==> config.mk <==
export PLATFORM = sky130hd
export DESIGN_NAME = source_text_lexer
export DESIGN_NICKNAME = d
export VERILOG_FILES = /design/src/sv/stl_pkg.sv /design/src/sv/stl_core.sv /design/src/sv/source_text_lexer.sv
export SDC_FILE = /design/constraint.sdc
export NUM_CORES = 1
export LEC_CHECK = 0
export BUFFER_PORTS_ARGS = -buffer_cell sky130_fd_sc_hd__buf_2
export CORE_MARGIN = 2
export CORE_UTILIZATION = 53
export CTS_CLUSTER_DIAMETER = 80
export CTS_CLUSTER_SIZE = 12
export DETAILED_ROUTE_END_ITERATION = 12
export PLACE_DENSITY = 0.74
export REMOVE_ABC_BUFFERS = 1
export SLEW_MARGIN = 20
export SYNTH_ARGS = -nofsm -noshare
export SYNTH_HDL_FRONTEND = slang
export SYNTH_SLANG_ARGS = --single-unit
==> constraint.sdc <==
create_clock -name clk -period 14.5 [get_ports clk]
set_input_delay 0.725 -clock clk [delete_from_list [all_inputs] [get_ports clk]]
set_output_delay 0.725 -clock clk [all_outputs]
set_load 0.01 [all_outputs]
==> src/sv/stl_pkg.sv <==
`timescale 1ns / 1ps
package stl_pkg;

	// Token kinds
	localparam logic [5:0] TK_NAME = 6'd0;
	localparam logic [5:0] TK_STR = 6'd1;
	localparam logic [5:0] TK_UNDER = 6'd2;
	localparam logic [5:0] TK_HEX = 6'd3;
	localparam logic [5:0] TK_BIN = 6'd4;
	localparam logic [5:0] TK_DEC = 6'd5;
	localparam logic [5:0] TK_FLT = 6'd6;
	localparam logic [5:0] TK_EXP = 6'd7;
	localparam logic [5:0] TK_LPAR = 6'd8;
	localparam logic [5:0] TK_RPAR = 6'd9;
	localparam logic [5:0] TK_LBRK = 6'd10;
	localparam logic [5:0] TK_RBRK = 6'd11;
	localparam logic [5:0] TK_LBRC = 6'd12;
	localparam logic [5:0] TK_RBRC = 6'd13;
	localparam logic [5:0] TK_ADD = 6'd14;
	localparam logic [5:0] TK_ARW = 6'd15;
	localparam logic [5:0] TK_SUB = 6'd16;
	localparam logic [5:0] TK_MUL = 6'd17;
	localparam logic [5:0] TK_DIV = 6'd18;
	localparam logic [5:0] TK_HSH = 6'd19;
	localparam logic [5:0] TK_ATS = 6'd20;
	localparam logic [5:0] TK_TLD = 6'd21;
	localparam logic [5:0] TK_NE = 6'd22;
	localparam logic [5:0] TK_BANG = 6'd23;
	localparam logic [5:0] TK_QM = 6'd24;
	localparam logic [5:0] TK_COL = 6'd25;
	localparam logic [5:0] TK_SEMI = 6'd26;
	localparam logic [5:0] TK_CMA = 6'd27;
	localparam logic [5:0] TK_ELL = 6'd28;
	localparam logic [5:0] TK_DOT = 6'd29;
	localparam logic [5:0] TK_ERR = 6'd30;
	localparam logic [5:0] TK_CHR = 6'd31;
	localparam logic [5:0] TK_AMP = 6'd32;
	localparam logic [5:0] TK_BAR = 6'd33;
	localparam logic [5:0] TK_CRT = 6'd34;
	localparam logic [5:0] TK_EQ = 6'd35;
	localparam logic [5:0] TK_ASN = 6'd36;
	localparam logic [5:0] TK_GE = 6'd37;
	localparam logic [5:0] TK_ROR = 6'd38;
	localparam logic [5:0] TK_SHR = 6'd39;
	localparam logic [5:0] TK_GT = 6'd40;
	localparam logic [5:0] TK_LE = 6'd41;
	localparam logic [5:0] TK_ROL = 6'd42;
	localparam logic [5:0] TK_SHL = 6'd43;
	localparam logic [5:0] TK_LT = 6'd44;
	localparam logic [5:0] TK_END = 6'd45;

	// Characters
	localparam logic [7:0] CH_NUL = 8'h00;
	localparam logic [7:0] CH_NL = 8'h0A;
	localparam logic [7:0] CH_SLASH = 8'h2F;
	localparam logic [7:0] CH_STAR = 8'h2A;
	localparam logic [7:0] CH_UND = 8'h5F;
	localparam logic [7:0] CH_X = 8'h78;
	localparam logic [7:0] CH_B = 8'h62;
	localparam logic [7:0] CH_DOT = 8'h2E;
	localparam logic [7:0] CH_E = 8'h65;
	localparam logic [7:0] CH_UE = 8'h45;
	localparam logic [7:0] CH_DQ = 8'h22;
	localparam logic [7:0] CH_SQ = 8'h27;
	localparam logic [7:0] CH_BSL = 8'h5C;
	localparam logic [7:0] CH_GT = 8'h3E;
	localparam logic [7:0] CH_LT = 8'h3C;
	localparam logic [7:0] CH_EQ = 8'h3D;
	localparam logic [7:0] CH_ZERO = 8'h30;
	localparam logic [7:0] CH_ONE = 8'h31;

	typedef enum logic [3:0] {
		M_IDLE, M_LINE, M_BLOCK, M_BLOCK_SKIP, M_SKIP1, M_SKIP2, M_SKIP3,
		M_IDENT, M_PREFIX, M_RADIX, M_DEC, M_DEC_MARK, M_STRING
	} mode_t;

	// What the lexer core does in a cycle
	typedef enum logic [1:0] {
		OP_NONE,
		OP_STEP,
		OP_DRAIN,
		OP_TAIL
	} op_t;

	typedef struct packed {
		logic [5:0]  kind;
		logic [15:0] start;
		logic [15:0] len;
		logic [15:0] line;
		logic [15:0] col;
		logic        last;
	} res_t;

	typedef struct packed {
		logic [5:0] kind;
		logic [2:0] len;
	} fix_t;

	function automatic logic is_alpha(input logic [7:0] c);
		return (c >= 8'h61 && c <= 8'h7A) || (c >= 8'h41 && c <= 8'h5A);
	endfunction

	function automatic logic is_digit(input logic [7:0] c);
		return c >= 8'h30 && c <= 8'h39;
	endfunction

	function automatic logic is_alnum(input logic [7:0] c);
		return is_alpha(c) || is_digit(c);
	endfunction

	function automatic logic is_space(input logic [7:0] c);
		return c == 8'h20 || (c >= 8'h09 && c <= 8'h0D);
	endfunction

	function automatic logic is_xdigit(input logic [7:0] c);
		return is_digit(c) || (c >= 8'h61 && c <= 8'h66) || (c >= 8'h41 && c <= 8'h46);
	endfunction

	function automatic logic ident_char(input logic [7:0] c);
		return is_alnum(c) || c == CH_UND;
	endfunction

	function automatic logic num_body(input logic [7:0] c);
		return is_digit(c) || c == CH_UND;
	endfunction

	function automatic logic num_mark(input logic [7:0] c);
		return c == CH_DOT || c == CH_E || c == CH_UE;
	endfunction

	// Operator and punctuation lookup; unknown bytes give ERROR
	function automatic fix_t op_lookup(input logic [7:0] c, input logic [7:0] n1,
			input logic [7:0] n2);
		fix_t f;
		f.kind = TK_ERR;
		f.len = 3'd1;
		case (c)
			8'h28: f.kind = TK_LPAR;
			8'h29: f.kind = TK_RPAR;
			8'h5B: f.kind = TK_LBRK;
			8'h5D: f.kind = TK_RBRK;
			8'h7B: f.kind = TK_LBRC;
			8'h7D: f.kind = TK_RBRC;
			8'h2B: f.kind = TK_ADD;
			8'h2D: begin
				if (n1 == CH_GT) begin
					f.kind = TK_ARW;
					f.len = 3'd2;
				end else f.kind = TK_SUB;
			end
			CH_STAR: f.kind = TK_MUL;
			CH_SLASH: f.kind = TK_DIV;
			8'h23: f.kind = TK_HSH;
			8'h40: f.kind = TK_ATS;
			8'h7E: f.kind = TK_TLD;
			8'h21: begin
				if (n1 == CH_EQ) begin
					f.kind = TK_NE;
					f.len = 3'd2;
				end else f.kind = TK_BANG;
			end
			8'h3F: f.kind = TK_QM;
			8'h3A: f.kind = TK_COL;
			8'h3B: f.kind = TK_SEMI;
			8'h2C: f.kind = TK_CMA;
			CH_DOT: begin
				if (n1 == CH_DOT && n2 == CH_DOT) begin
					f.kind = TK_ELL;
					f.len = 3'd3;
				end else f.kind = TK_DOT;
			end
			8'h26: f.kind = TK_AMP;
			8'h7C: f.kind = TK_BAR;
			8'h5E: f.kind = TK_CRT;
			CH_EQ: begin
				if (n1 == CH_EQ) begin
					f.kind = TK_EQ;
					f.len = 3'd2;
				end else f.kind = TK_ASN;
			end
			CH_GT: begin
				if (n1 == CH_EQ) begin
					f.kind = TK_GE;
					f.len = 3'd2;
				end else if (n1 == CH_GT && n2 == CH_GT) begin
					f.kind = TK_ROR;
					f.len = 3'd3;
				end else if (n1 == CH_GT) begin
					f.kind = TK_SHR;
					f.len = 3'd2;
				end else f.kind = TK_GT;
			end
			CH_LT: begin
				if (n1 == CH_EQ) begin
					f.kind = TK_LE;
					f.len = 3'd2;
				end else if (n1 == CH_LT && n2 == CH_LT) begin
					f.kind = TK_ROL;
					f.len = 3'd3;
				end else if (n1 == CH_LT) begin
					f.kind = TK_SHL;
					f.len = 3'd2;
				end else f.kind = TK_LT;
			end
			default: f.kind = TK_ERR;
		endcase
		return f;
	endfunction

endpackage

==> src/sv/stl_core.sv <==
`timescale 1ns / 1ps
module stl_core import stl_pkg::*; #(
	parameter int COUNT_BITS = 16
) (
	input  logic       clk,
	input  logic       arst_n,
	input  op_t        op,
	input  logic [7:0] c,
	input  logic [7:0] n1,
	input  logic [7:0] n2,
	input  logic [7:0] n3,
	output logic       push,
	output res_t       res
);

	localparam int W = COUNT_BITS;

	function automatic logic [W-1:0] sat_inc(input logic [W-1:0] v);
		return (&v) ? v : v + 1'b1;
	endfunction

	mode_t mode_q, mode_n;
	logic [5:0] pk_q, pk_n;
	logic [W-1:0] ps_q, ps_n, pl_q, pl_n, pln_q, pln_n, pcol_q, pcol_n;
	logic [W-1:0] off_q, off_n, line_q, line_n, col_q, col_n, dep_q, dep_n, dep_dn;
	logic emit_p, fx_en;
	fix_t fx;

	// Examine one byte, or finish the text
	always_comb begin
		mode_n = mode_q;
		pk_n = pk_q;
		ps_n = ps_q;
		pl_n = pl_q;
		pln_n = pln_q;
		pcol_n = pcol_q;
		off_n = off_q;
		line_n = line_q;
		col_n = col_q;
		dep_n = dep_q;
		dep_dn = (dep_q != '0) ? dep_q - 1'b1 : dep_q;
		emit_p = 1'b0;
		fx_en = 1'b0;
		fx = '{kind: TK_ERR, len: 3'd1};
		push = 1'b0;
		res = '0;
		if (op == OP_STEP || op == OP_DRAIN) begin
			unique case (mode_q)
				M_SKIP3: mode_n = M_SKIP2;
				M_SKIP2: mode_n = M_SKIP1;
				M_SKIP1: mode_n = M_IDLE;
				M_BLOCK_SKIP: mode_n = M_BLOCK;
				M_LINE: if (c == CH_NL) mode_n = M_IDLE;
				M_BLOCK: begin
					if (c == CH_SLASH && n1 == CH_STAR) begin
						dep_n = sat_inc(dep_q);
						mode_n = M_BLOCK_SKIP;
					end else if (c == CH_STAR && n1 == CH_SLASH) begin
						dep_n = dep_dn;
						mode_n = (dep_dn == '0) ? M_SKIP1 : M_BLOCK_SKIP;
					end
				end
				M_IDENT: begin
					pl_n = sat_inc(pl_q);
					if (!ident_char(n1)) emit_p = 1'b1;
				end
				M_PREFIX, M_RADIX: begin
					pl_n = sat_inc(pl_q);
					if ((pk_q == TK_HEX) ? (is_xdigit(n1) || n1 == CH_UND)
							: (n1 == CH_ZERO || n1 == CH_ONE || n1 == CH_UND))
						mode_n = M_RADIX;
					else emit_p = 1'b1;
				end
				M_DEC: begin
					pl_n = sat_inc(pl_q);
					if (num_mark(n1)) mode_n = M_DEC_MARK;
					else if (num_body(n1)) mode_n = M_DEC;
					else emit_p = 1'b1;
				end
				M_DEC_MARK: begin
					pk_n = (c == CH_DOT) ? TK_FLT : TK_EXP;
					pl_n = sat_inc(pl_q);
					if (num_body(n1)) mode_n = M_DEC;
					else emit_p = 1'b1;
				end
				M_STRING: begin
					pl_n = sat_inc(pl_q);
					if (c == CH_DQ) emit_p = 1'b1;
				end
				default: begin
					mode_n = M_IDLE;
					if (is_space(c)) begin
						mode_n = M_IDLE;
					end else if (c == CH_SLASH && n1 == CH_SLASH) begin
						mode_n = M_LINE;
					end else if (c == CH_SLASH && n1 == CH_STAR) begin
						dep_n = {{(W-1){1'b0}}, 1'b1};
						mode_n = M_BLOCK_SKIP;
					end else if (is_alpha(c) || c == CH_UND) begin
						if (c == CH_UND && !is_alnum(n1)) begin
							fx_en = 1'b1;
							fx = '{kind: TK_UNDER, len: 3'd1};
						end else begin
							pk_n = TK_NAME;
							ps_n = off_q;
							pl_n = {{(W-1){1'b0}}, 1'b1};
							pln_n = line_q;
							pcol_n = col_q;
							if (ident_char(n1)) mode_n = M_IDENT;
							else emit_p = 1'b1;
						end
					end else if (is_digit(c)) begin
						ps_n = off_q;
						pl_n = {{(W-1){1'b0}}, 1'b1};
						pln_n = line_q;
						pcol_n = col_q;
						if (c == CH_ZERO && (n1 == CH_X || n1 == CH_B)) begin
							pk_n = (n1 == CH_X) ? TK_HEX : TK_BIN;
							mode_n = M_PREFIX;
						end else begin
							pk_n = TK_DEC;
							if (num_mark(n1)) mode_n = M_DEC_MARK;
							else if (num_body(n1)) mode_n = M_DEC;
							else emit_p = 1'b1;
						end
					end else if (c == CH_DQ) begin
						pk_n = TK_STR;
						ps_n = off_q;
						pl_n = {{(W-1){1'b0}}, 1'b1};
						pln_n = line_q;
						pcol_n = col_q;
						mode_n = M_STRING;
					end else if (c == CH_SQ) begin
						fx_en = 1'b1;
						if (n1 == CH_BSL && n2 != CH_NUL && n3 == CH_SQ)
							fx = '{kind: TK_CHR, len: 3'd4};
						else if (n1 != CH_NUL && n2 == CH_SQ)
							fx = '{kind: TK_CHR, len: 3'd3};
						else fx = '{kind: TK_ERR, len: 3'd1};
					end else begin
						fx_en = 1'b1;
						fx = op_lookup(c, n1, n2);
					end
				end
			endcase

			// Emit the pending token or a token at the current byte
			if (emit_p) begin
				push = 1'b1;
				mode_n = M_IDLE;
				res = '{kind: pk_n, start: 16'(ps_n), len: 16'(pl_n), line: 16'(pln_n),
					col: 16'(pcol_n), last: op == OP_STEP};
			end else if (fx_en) begin
				push = 1'b1;
				res = '{kind: fx.kind, start: 16'(off_q), len: 16'(fx.len),
					line: 16'(line_q), col: 16'(col_q), last: op == OP_STEP};
				case (fx.len)
					3'd2: mode_n = M_SKIP1;
					3'd3: mode_n = M_SKIP2;
					3'd4: mode_n = M_SKIP3;
					default: mode_n = M_IDLE;
				endcase
			end

			// Advance the position
			off_n = sat_inc(off_q);
			if (c == CH_NL) begin
				line_n = sat_inc(line_q);
				col_n = {{(W-1){1'b0}}, 1'b1};
			end else col_n = sat_inc(col_q);
		end else if (op == OP_TAIL) begin
			push = 1'b1;
			if (mode_q == M_STRING) begin
				mode_n = M_IDLE;
				res = '{kind: TK_ERR, start: 16'(ps_q), len: 16'(pl_q), line: 16'(pln_q),
					col: 16'(pcol_q), last: 1'b0};
			end else begin
				res = '{kind: TK_END, start: 16'(off_q), len: 16'd0, line: 16'(line_q),
					col: 16'(col_q), last: 1'b1};
				mode_n = M_IDLE;
				pk_n = '0;
				ps_n = '0;
				pl_n = '0;
				pln_n = {{(W-1){1'b0}}, 1'b1};
				pcol_n = {{(W-1){1'b0}}, 1'b1};
				off_n = '0;
				line_n = {{(W-1){1'b0}}, 1'b1};
				col_n = {{(W-1){1'b0}}, 1'b1};
				dep_n = '0;
			end
		end
	end

	// Hold lexer state
	always_ff @(posedge clk or negedge arst_n) begin
		if (!arst_n) begin
			mode_q <= M_IDLE;
			pk_q <= '0;
			ps_q <= '0;
			pl_q <= '0;
			pln_q <= {{(W-1){1'b0}}, 1'b1};
			pcol_q <= {{(W-1){1'b0}}, 1'b1};
			off_q <= '0;
			line_q <= {{(W-1){1'b0}}, 1'b1};
			col_q <= {{(W-1){1'b0}}, 1'b1};
			dep_q <= '0;
		end else begin
			mode_q <= mode_n;
			pk_q <= pk_n;
			ps_q <= ps_n;
			pl_q <= pl_n;
			pln_q <= pln_n;
			pcol_q <= pcol_n;
			off_q <= off_n;
			line_q <= line_n;
			col_q <= col_n;
			dep_q <= dep_n;
		end
	end

endmodule

==> src/sv/source_text_lexer.sv <==
`timescale 1ns / 1ps
// Streaming lexer: one byte of source text per beat in, tokens out.
// Input channel text_valid/text_ready carries text_byte; a zero byte ends
// the text. Output channel token_valid/token_ready carries one token per
// beat with kind, start offset, length, line, column and run_last, which
// marks the last token caused by one input byte.
// A byte is judged three bytes after it arrives (three bytes of lookahead),
// so a token that ends at a byte appears once the third byte after it is taken.
// Throughput: one byte per cycle while the queue has room and no flush runs.
// The lexer core then examines one byte a cycle and writes at most one token
// into a two-entry output queue, registered as its byte is examined.
// A zero byte starts a flush: each held byte is examined in turn, then an
// unterminated string gives ERROR, then STOP. Input is not taken meanwhile.
// Reset clears the window, the position (line and column 1) and the queue.
// When the receiver stalls, the queue fills and text_ready drops once two
// tokens wait; nothing is lost.
module source_text_lexer import stl_pkg::*; #(
	parameter int COUNT_BITS = 16
) (
	input  logic        clk,
	input  logic        arst_n,
	input  logic        text_valid,
	output logic        text_ready,
	input  logic [7:0]  text_byte,
	output logic        token_valid,
	input  logic        token_ready,
	output logic [5:0]  token_kind,
	output logic [15:0] token_start,
	output logic [15:0] token_length,
	output logic [15:0] token_line,
	output logic [15:0] token_column,
	output logic        run_last
);

	logic [7:0] w0_q, w1_q, w2_q;
	logic flush_q;
	logic [1:0] cnt_q;
	logic wp_q, rp_q;
	res_t fifo_q [2];
	logic room, acc, pop, push;
	op_t op;
	logic [7:0] c, n1, n2, n3;
	res_t res;

	assign room = cnt_q != 2'd2;
	assign text_ready = room && !flush_q;
	assign acc = text_valid && text_ready;
	assign pop = token_valid && token_ready;

	// Pick the core operation for this cycle
	always_comb begin
		op = OP_NONE;
		c = w0_q;
		n1 = w1_q;
		n2 = w2_q;
		n3 = text_byte;
		if (flush_q) begin
			n3 = CH_NUL;
			if (room) op = (w0_q != CH_NUL) ? OP_DRAIN : OP_TAIL;
		end else if (acc && text_byte != CH_NUL && w2_q != CH_NUL) begin
			op = OP_STEP;
		end
	end

	stl_core #(.COUNT_BITS(COUNT_BITS)) u_core (
		.clk(clk),
		.arst_n(arst_n),
		.op(op),
		.c(c),
		.n1(n1),
		.n2(n2),
		.n3(n3),
		.push(push),
		.res(res)
	);

	// Advance the lookahead window and the flush sequence
	always_ff @(posedge clk or negedge arst_n) begin
		if (!arst_n) begin
			w0_q <= CH_NUL;
			w1_q <= CH_NUL;
			w2_q <= CH_NUL;
			flush_q <= 1'b0;
		end else begin
			if (op == OP_DRAIN || op == OP_STEP) begin
				w0_q <= w1_q;
				w1_q <= w2_q;
				w2_q <= n3;
			end else if (op == OP_TAIL) begin
				if (res.last) flush_q <= 1'b0;
			end else if (acc) begin
				if (text_byte == CH_NUL) flush_q <= 1'b1;
				else if (w0_q == CH_NUL) w0_q <= text_byte;
				else if (w1_q == CH_NUL) w1_q <= text_byte;
				else w2_q <= text_byte;
			end
		end
	end

	// Output queue control
	always_ff @(posedge clk or negedge arst_n) begin
		if (!arst_n) begin
			cnt_q <= 2'd0;
			wp_q <= 1'b0;
			rp_q <= 1'b0;
		end else begin
			if (push) wp_q <= ~wp_q;
			if (pop) rp_q <= ~rp_q;
			cnt_q <= cnt_q + {1'b0, push} - {1'b0, pop};
		end
	end

	// Output queue storage
	always_ff @(posedge clk) begin
		if (push) fifo_q[wp_q] <= res;
	end

	assign token_valid = cnt_q != 2'd0;
	assign token_kind = fifo_q[rp_q].kind;
	assign token_start = fifo_q[rp_q].start;
	assign token_length = fifo_q[rp_q].len;
	assign token_line = fifo_q[rp_q].line;
	assign token_column = fifo_q[rp_q].col;
	assign run_last = fifo_q[rp_q].last;

endmodule

Yosys cells after proc, flatten, opt, wreduce, memory -nomap -nowiden
Memories as Yosys holds them, arrays and structs flattened.
Index checks and enable logic that the tools add are counted.
{ "totals": {"reg_bits": 167, "mem_bits_rw": 142, "in_bits": 12, "out_inout_bits": 73, "memories": 1} }
{ "mem_list": {"columns": ["name", "words", "word_bits", "read_ports", "rd_clocked_by_memory_dff", "wr", "line_no", "rtl"], "rows": [
  ["fifo_q", 2, 71, 1, 0, 1, "source_text_lexer.sv:39", "res_t fifo_q [2];"]
]} }
{ "classes": {"add_sub_neg": 8, "magnitude_cmp": 16, "n_eq_ne": 90, "muxes": 185, "bitwise_logic": 3, "n_reduce_logical": 82} }
{ "ops": {"columns": ["cell", "n"], "rows": [
  ["$mux 16", 56],
  ["$mux 71", 5],
  ["$eq 8x6->1 const B", 34],
  ["$mux 8", 19],
  ["$pmux 6 s25", 1],
  ["$eq 8x7->1 const B", 15],
  ["$mux 9", 12],
  ["$mux 4", 22],
  ["$add 16x1->16 const B", 5],
  ["$reduce_and 16->1", 5],
  ["$mux 6", 12],
  ["$pmux 16 s2", 2],
  ["$le 8x7->1 const B", 6],
  ["$pmux 4 s10", 1],
  ["$mux 1", 38],
  ["$ge 8x7->1 const B", 4],
  ["$reduce_bool 8->1", 4],
  ["$logic_and 1x1->1", 25],
  ["$logic_not 8->1", 3],
  ["$reduce_or 11->1", 2],
  ["$eq 4x4->1 const B", 5],
  ["$ne 2x2->1 const B", 10],
  ["$eq 4x3->1 const B", 4],
  ["$ge 8x6->1 const B", 2],
  ["44 further kinds", 92]
]} }

Longest topological paths before layout
{ "depth": {"word_depth": 19, "ltp_mapped": 16, "depth_no_buf": 13} }

Hierarchy
Synthesis repeated with hierarchy kept, for this count alone.
{ "unflattened": {"cells_unflattened": 1747, "area_unflattened_um2": 17362.9} }
{ "by_module_without_submodules": {"columns": ["mod", "n_inst", "cells_each", "area_per_inst_um2", "seq_area_each_um2"], "rows": [
  ["stl_core", 1, 1359, 10607.7, 3458.3],
  ["source_text_lexer", 1, 388, 6755.2, 4989.8]
]} }

Worst setup path before layout
Ideal clock, no wire load.
{ "synth_timing": {"path_kind": "reg-to-reg", "startpoint": "reg w0_q[6] (netlist: c[6])", "endpoint": "mem fifo_q[0][0] (netlist bit), enable pin", "setup_ns": 0.501, "arrival_ns": 5.368, "required_ns": 13.999, "slack_ns": 8.631, "stages_incl_launch_ff": 12, "path_buffers": 2, "synth_period_minus_slack_ns": 5.869, "path_cell_list": "dfrtp_1 -> or3b_2 -> clkbuf_1 -> nor3_1 -> o31a_1 -> o2bb2ai_1 -> nand3_2 -> nand3_1 -> clkbuf_1 -> o22a_1 -> inv_1 -> nor2_1"} }
{ "synth_via": {"elab_chain_cells": 15, "elab_cells_between_ends": 57, "cone_classes": "8 x order compare; 8 x eq/ne; 28 x mux; 13 x reduce/logical"} }
{ "synth_lines": {"columns": ["element", "line_no", "rtl"], "rows": [
  ["start: declaration", "source_text_lexer.sv:35", "logic [7:0] w0_q, w1_q, w2_q;"],
  ["start signal: assignment", "source_text_lexer.sv:86", "w0_q <= w1_q;"],
  ["start signal: assignment", "source_text_lexer.sv:93", "else if (w0_q == CH_NUL) w0_q <= text_byte;"],
  ["$ge 8x7->1 / $le 8x7->1 (equally long branches)", "stl_pkg.sv:100", "return (c >= 8'h61 && c <= 8'h7A) || (c >= 8'h41 && c <= 8'h5A);"],
  ["$logic_and 1x1->1", "stl_pkg.sv:100", null],
  ["$logic_or 1x1->1", "stl_pkg.sv:100", null],
  ["$logic_or 1x1->1", "stl_core.sv:99", "end else if (is_alpha(c) || c == CH_UND) begin"],
  ["$mux 1", "stl_core.sv:99", null],
  ["$mux 1", "stl_core.sv:96", "end else if (c == CH_SLASH && n1 == CH_STAR) begin"],
  ["$mux 1", "stl_core.sv:94", "end else if (c == CH_SLASH && n1 == CH_SLASH) begin"],
  ["$mux 1", "stl_core.sv:92", "if (is_space(c)) begin"],
  ["$mux 1", "stl_core.sv:48", "unique case (mode_q)"],
  ["$mux 1", "stl_core.sv:47", "if (op == OP_STEP || op == OP_DRAIN) begin"],
  ["$mux 1", "stl_core.sv:153", "end else if (fx_en) begin"],
  ["$mux 1", "stl_core.sv:148", "if (emit_p) begin"],
  ["$mux 1 *", "stl_core.sv:47", null],
  ["$mux 1 *", "source_text_lexer.sv:115", "if (push) fifo_q[wp_q] <= res;"],
  ["$mux 1 (not written as such) *", "source_text_lexer.sv:115", null],
  ["end: declaration", "source_text_lexer.sv:39", null]
]} }
Mark *: on every way between the ends. The rest lies on a longest branch, timed or not. The select of a mux whose other input is x is not followed.

==> impl_metrics.json <==
{
  "status": "finished, final reports clean",
  "layout_min_cycle_time_ns": 4.93,
  "grt_usage": 0.255,
  "drive_gt1_frac": 0.140,
  "hold_viol_final": 0,
  "critical_path_required_ns": 14.90,
  "synthSimpleGateAreaFrac": 0.189,
  "drt_iter0_drc": 1448,
  "grt_pass1_wl_mm": 69.0,
  "clk_pin_slew_worst_paths_ns": 0.06,
  "ir_drop_mv": 0.320,
  "numClockSinks": 309,
  "totalWireLength_mm": 42.6,
  "synth_area_leaders": "edfxtp_1 (25%), dfrtp_1 (24%), mux2_2 (4.9%)",
  "busiest_layer": "met2",
  "vias": 13700,
  "use_met1": 0.353,
  "cp-start-kind": "flop",
  "synth-compound-area-share": 0.190,
  "drc": 0,
  "grt_pass1_vias": 13000,
  "synthMuxAreaShare": 0.0494,
  "die_h_um": 182,
  "syn_area_um2": 16900,
  "hold_class": "input port to asynchronous set/reset pin",
  "fin_nets": 1729,
  "yosysUniqueCellTypes": 88,
  "die_w_um": 182,
  "synth_edf_count": 142,
  "tritoncts": "done",
  "cp.arrival_ns": 5.34,
  "initial_utilization": 0.536,
  "coreArea_um2": 31500,
  "antenna_found_initial": 1,
  "netlist_instances": 1700,
  "hold_buffers": 0,
  "cp_max_fo": 55,
  "power.density_nw_per_um2": 231,
  "final_util": 0.583,
  "post_cts_buffers": 0,
  "crit_path_end_kind": "flop",
  "setup_tns_ns": 0,
  "htree_levels": 1,
  "setup_violations": 0,
  "vias_per_cell": 6.41,
  "root_buffer": "clkbuf_16",
  "synthXorXnorAreaFrac": 0.0208,
  "synth-async-reset-ratio": 0.540,
  "post_cts_resized": 0,
  "portBuffers": 84,
  "place.gp.congestion": 0.943,
  "grt-ovfl-total": 0,
  "fin_worst_skew_ns": 0.0294,
  "cts-buffers-inserted": 30,
  "rows": 65,
  "ios": 85,
  "timing.fmax_mhz": 203,
  "rsz0062_at_grt": "no",
  "ys_ff_latch": 309,
  "min_period_over_period": 0.340,
  "final_antenna_net_count": 0,
  "synth-adder-area-share": 0.0101,
  "yosys_warnings": 0,
  "instances_no_fill": 2132,
  "ys_seq_area_frac": 0.501,
  "die_area_um2": 33200,
  "synth_largest_area_cell": "edfxtp_1",
  "dr.pass1.iters": 5,
  "grt_use_met3": 0.0265,
  "grt_start_max_net_pins": 101,
  "synthFlopType": "dfrtp_1",
  "synth_top_family_by_area": "compound AO/OA/AOI/OAI gates",
  "synth_top_cell_area_share": 0.253,
  "drv_cap": 0,
  "slew_violations": 0,
  "cts_buffer_depth": 3,
  "grt_util_met2": 0.422,
  "worstMarginPinSlew_ns": 1.07,
  "leakage_nw": 7.02,
  "clk_latency_ns": 0.58,
  "wl_per_cell_um": 20.0,
  "slew_headroom": 0.277,
  "placed_cells": 2075,
  "dp_hpwl_mm": 28.1,
  "syn2layout_area_growth_pct": 8.82,
  "syn_avg_cell_area_um2": 9.92,
  "crit_type": "flop to flop"
}
[cell type report]
class | count | area (um2)
fillers | 2630 | 13100
diodes | 1 | 2.50
clock inverters | 4 | 73.8
well taps | 402 | 503
inverters | 41 | 154
multi-input cells | 1225 | 7780
clock buffers | 52 | 843
flip-flops and latches | 309 | 8450
repair buffers | 98 | 532
[cells in the final DEF (no fill, tap or decap), drive strengths merged, types with 6 or more instances in the layout]
master / n
a211oi: 6
a21oi: 96
a22o: 53
a22oi: 50
a31oi: 22
and2: 22
and3: 29
and4: 10
buf: 98
clkbuf: 52
dfrtp: 163
edfxtp: 142
ha: 12
inv: 41
mux2: 73
nand2: 168
nand2b: 17
nand3: 71
nand4: 21
nand4b: 7
nand4bb: 6
nor2: 121
nor2b: 19
nor3: 39
nor4: 19
o211ai: 9
o21a: 7
o21ai: 135
o22ai: 9
o31ai: 30
or2: 8
or3: 15
or4: 10
xnor2: 14
xor2: 26
[logic make-up after synthesis]
| family | after synthesis |
|---|---|
| simple gates | 611 |
| compound gates | 486 |
| flops | 309 |
| buf+inv | 166 |
| mux | 74 |
| xor+xnor | 40 |
| fa+ha+maj | 14 |
[path summary, 6_finish.rpt]
path | startpoint | end | slack, ns | cells past startpoint
max reg2reg | c[4]$_DFFE_PN0P_ | fifo_q[1][40]$_DFFE_PP_ | 9.57 | 9
max in group asynchronous | arst_n | u_core.pcol_q[3]$_DFFE_PN0P_ | 12.76 | 2
min reg2reg | cnt_q[1]$_DFF_PN0_ | cnt_q[1]$_DFF_PN0_ | 0.49 | 1
max | c[4]$_DFFE_PN0P_ | fifo_q[1][40]$_DFFE_PP_ | 9.57 | 9
min | arst_n | u_core.dep_q[7]$_DFFE_PN0P_ | 0.28 | 1
min in group clk | text_byte[3] | n2[3]$_DFFE_PN0P_ | 0.42 | 3
[flip-flops by register name, indices dropped and copies added, names as in the netlist, 16 cells and up]
signal,count
u_core.col_q,16
u_core.line_q,16
u_core.pcol_q,16
u_core.off_q,16
u_core.dep_q,16
fifo_q,142
u_core.pln_q,16
u_core.ps_q,16
u_core.pl_q,16
[through the flow]
stage | area [um2] | hold WS [ns] | worst slack, ns | power (W)
2_1_floorplan | 16300 | 0.429 | 7.38 | 0.00280
3_3_place_gp | 17400 | 0.478 | 9.76 | 0.00346
3_5_place_dp | 17400 | 0.484 | 9.66 | 0.00350
4_1_cts | 18300 | 0.312 | 9.66 | 0.00426
5_1_grt | 18300 | 0.355 | 9.19 | 0.00450
6_report | 18300 | 0.280 | 9.57 | 0.00424
[critical path, cell delays in order, from the launching register on]
cell and delay (ns):
dfrtp_1 0.64, or4b_1 0.82, nor4_1 0.31, and3_1 0.23
nand4bb_2 0.15, buf_4 0.54, nand2_1 0.59, a31oi_2 1.00
a41oi_1 0.23, a31oi_1 0.23
[where the power goes]
group	leakage (nW)	total [W]	switching (W)	internal (W)
clock network	0.435	0.000741	0.000328	0.000412
registers	3.62	0.00161	0.000279	0.00133
logic	2.97	0.00189	0.00123	0.000661
[metal layers]
layer  wire length, um  share of wire
met5                 0              0
met4              1300          0.030
met3              2330          0.055
met2             20300           0.48
met1             18600           0.44
[synth_stat cells (6+ instances only)]
cell,n
o21ai_1,10
a22oi_1,50
buf_1,10
nand2b_1,17
nor4_1,17
a31oi_1,21
buf_2,15
nand4b_1,7
or2_2,7
inv_1,41
o31ai_1,30
nand2_1,168
a21oi_1,96
mux2_2,73
nand4_1,21
and4_1,10
a22o_1,53
a211oi_1,6
nor3_1,39
clkbuf_1,95
and3_1,29
ha_1,12
nor2b_1,19
nand4bb_1,6
and2_1,21
o21a_1,7
o22ai_1,9
edfxtp_1,142
o21ai_0,124
or3_1,15
xnor2_1,14
o211ai_1,9
nand3_1,70
or4_1,9
xor2_1,26
dfrtp_1,163
nor2_1,120
No activity file was read; power rests on OpenSTA's default activity.
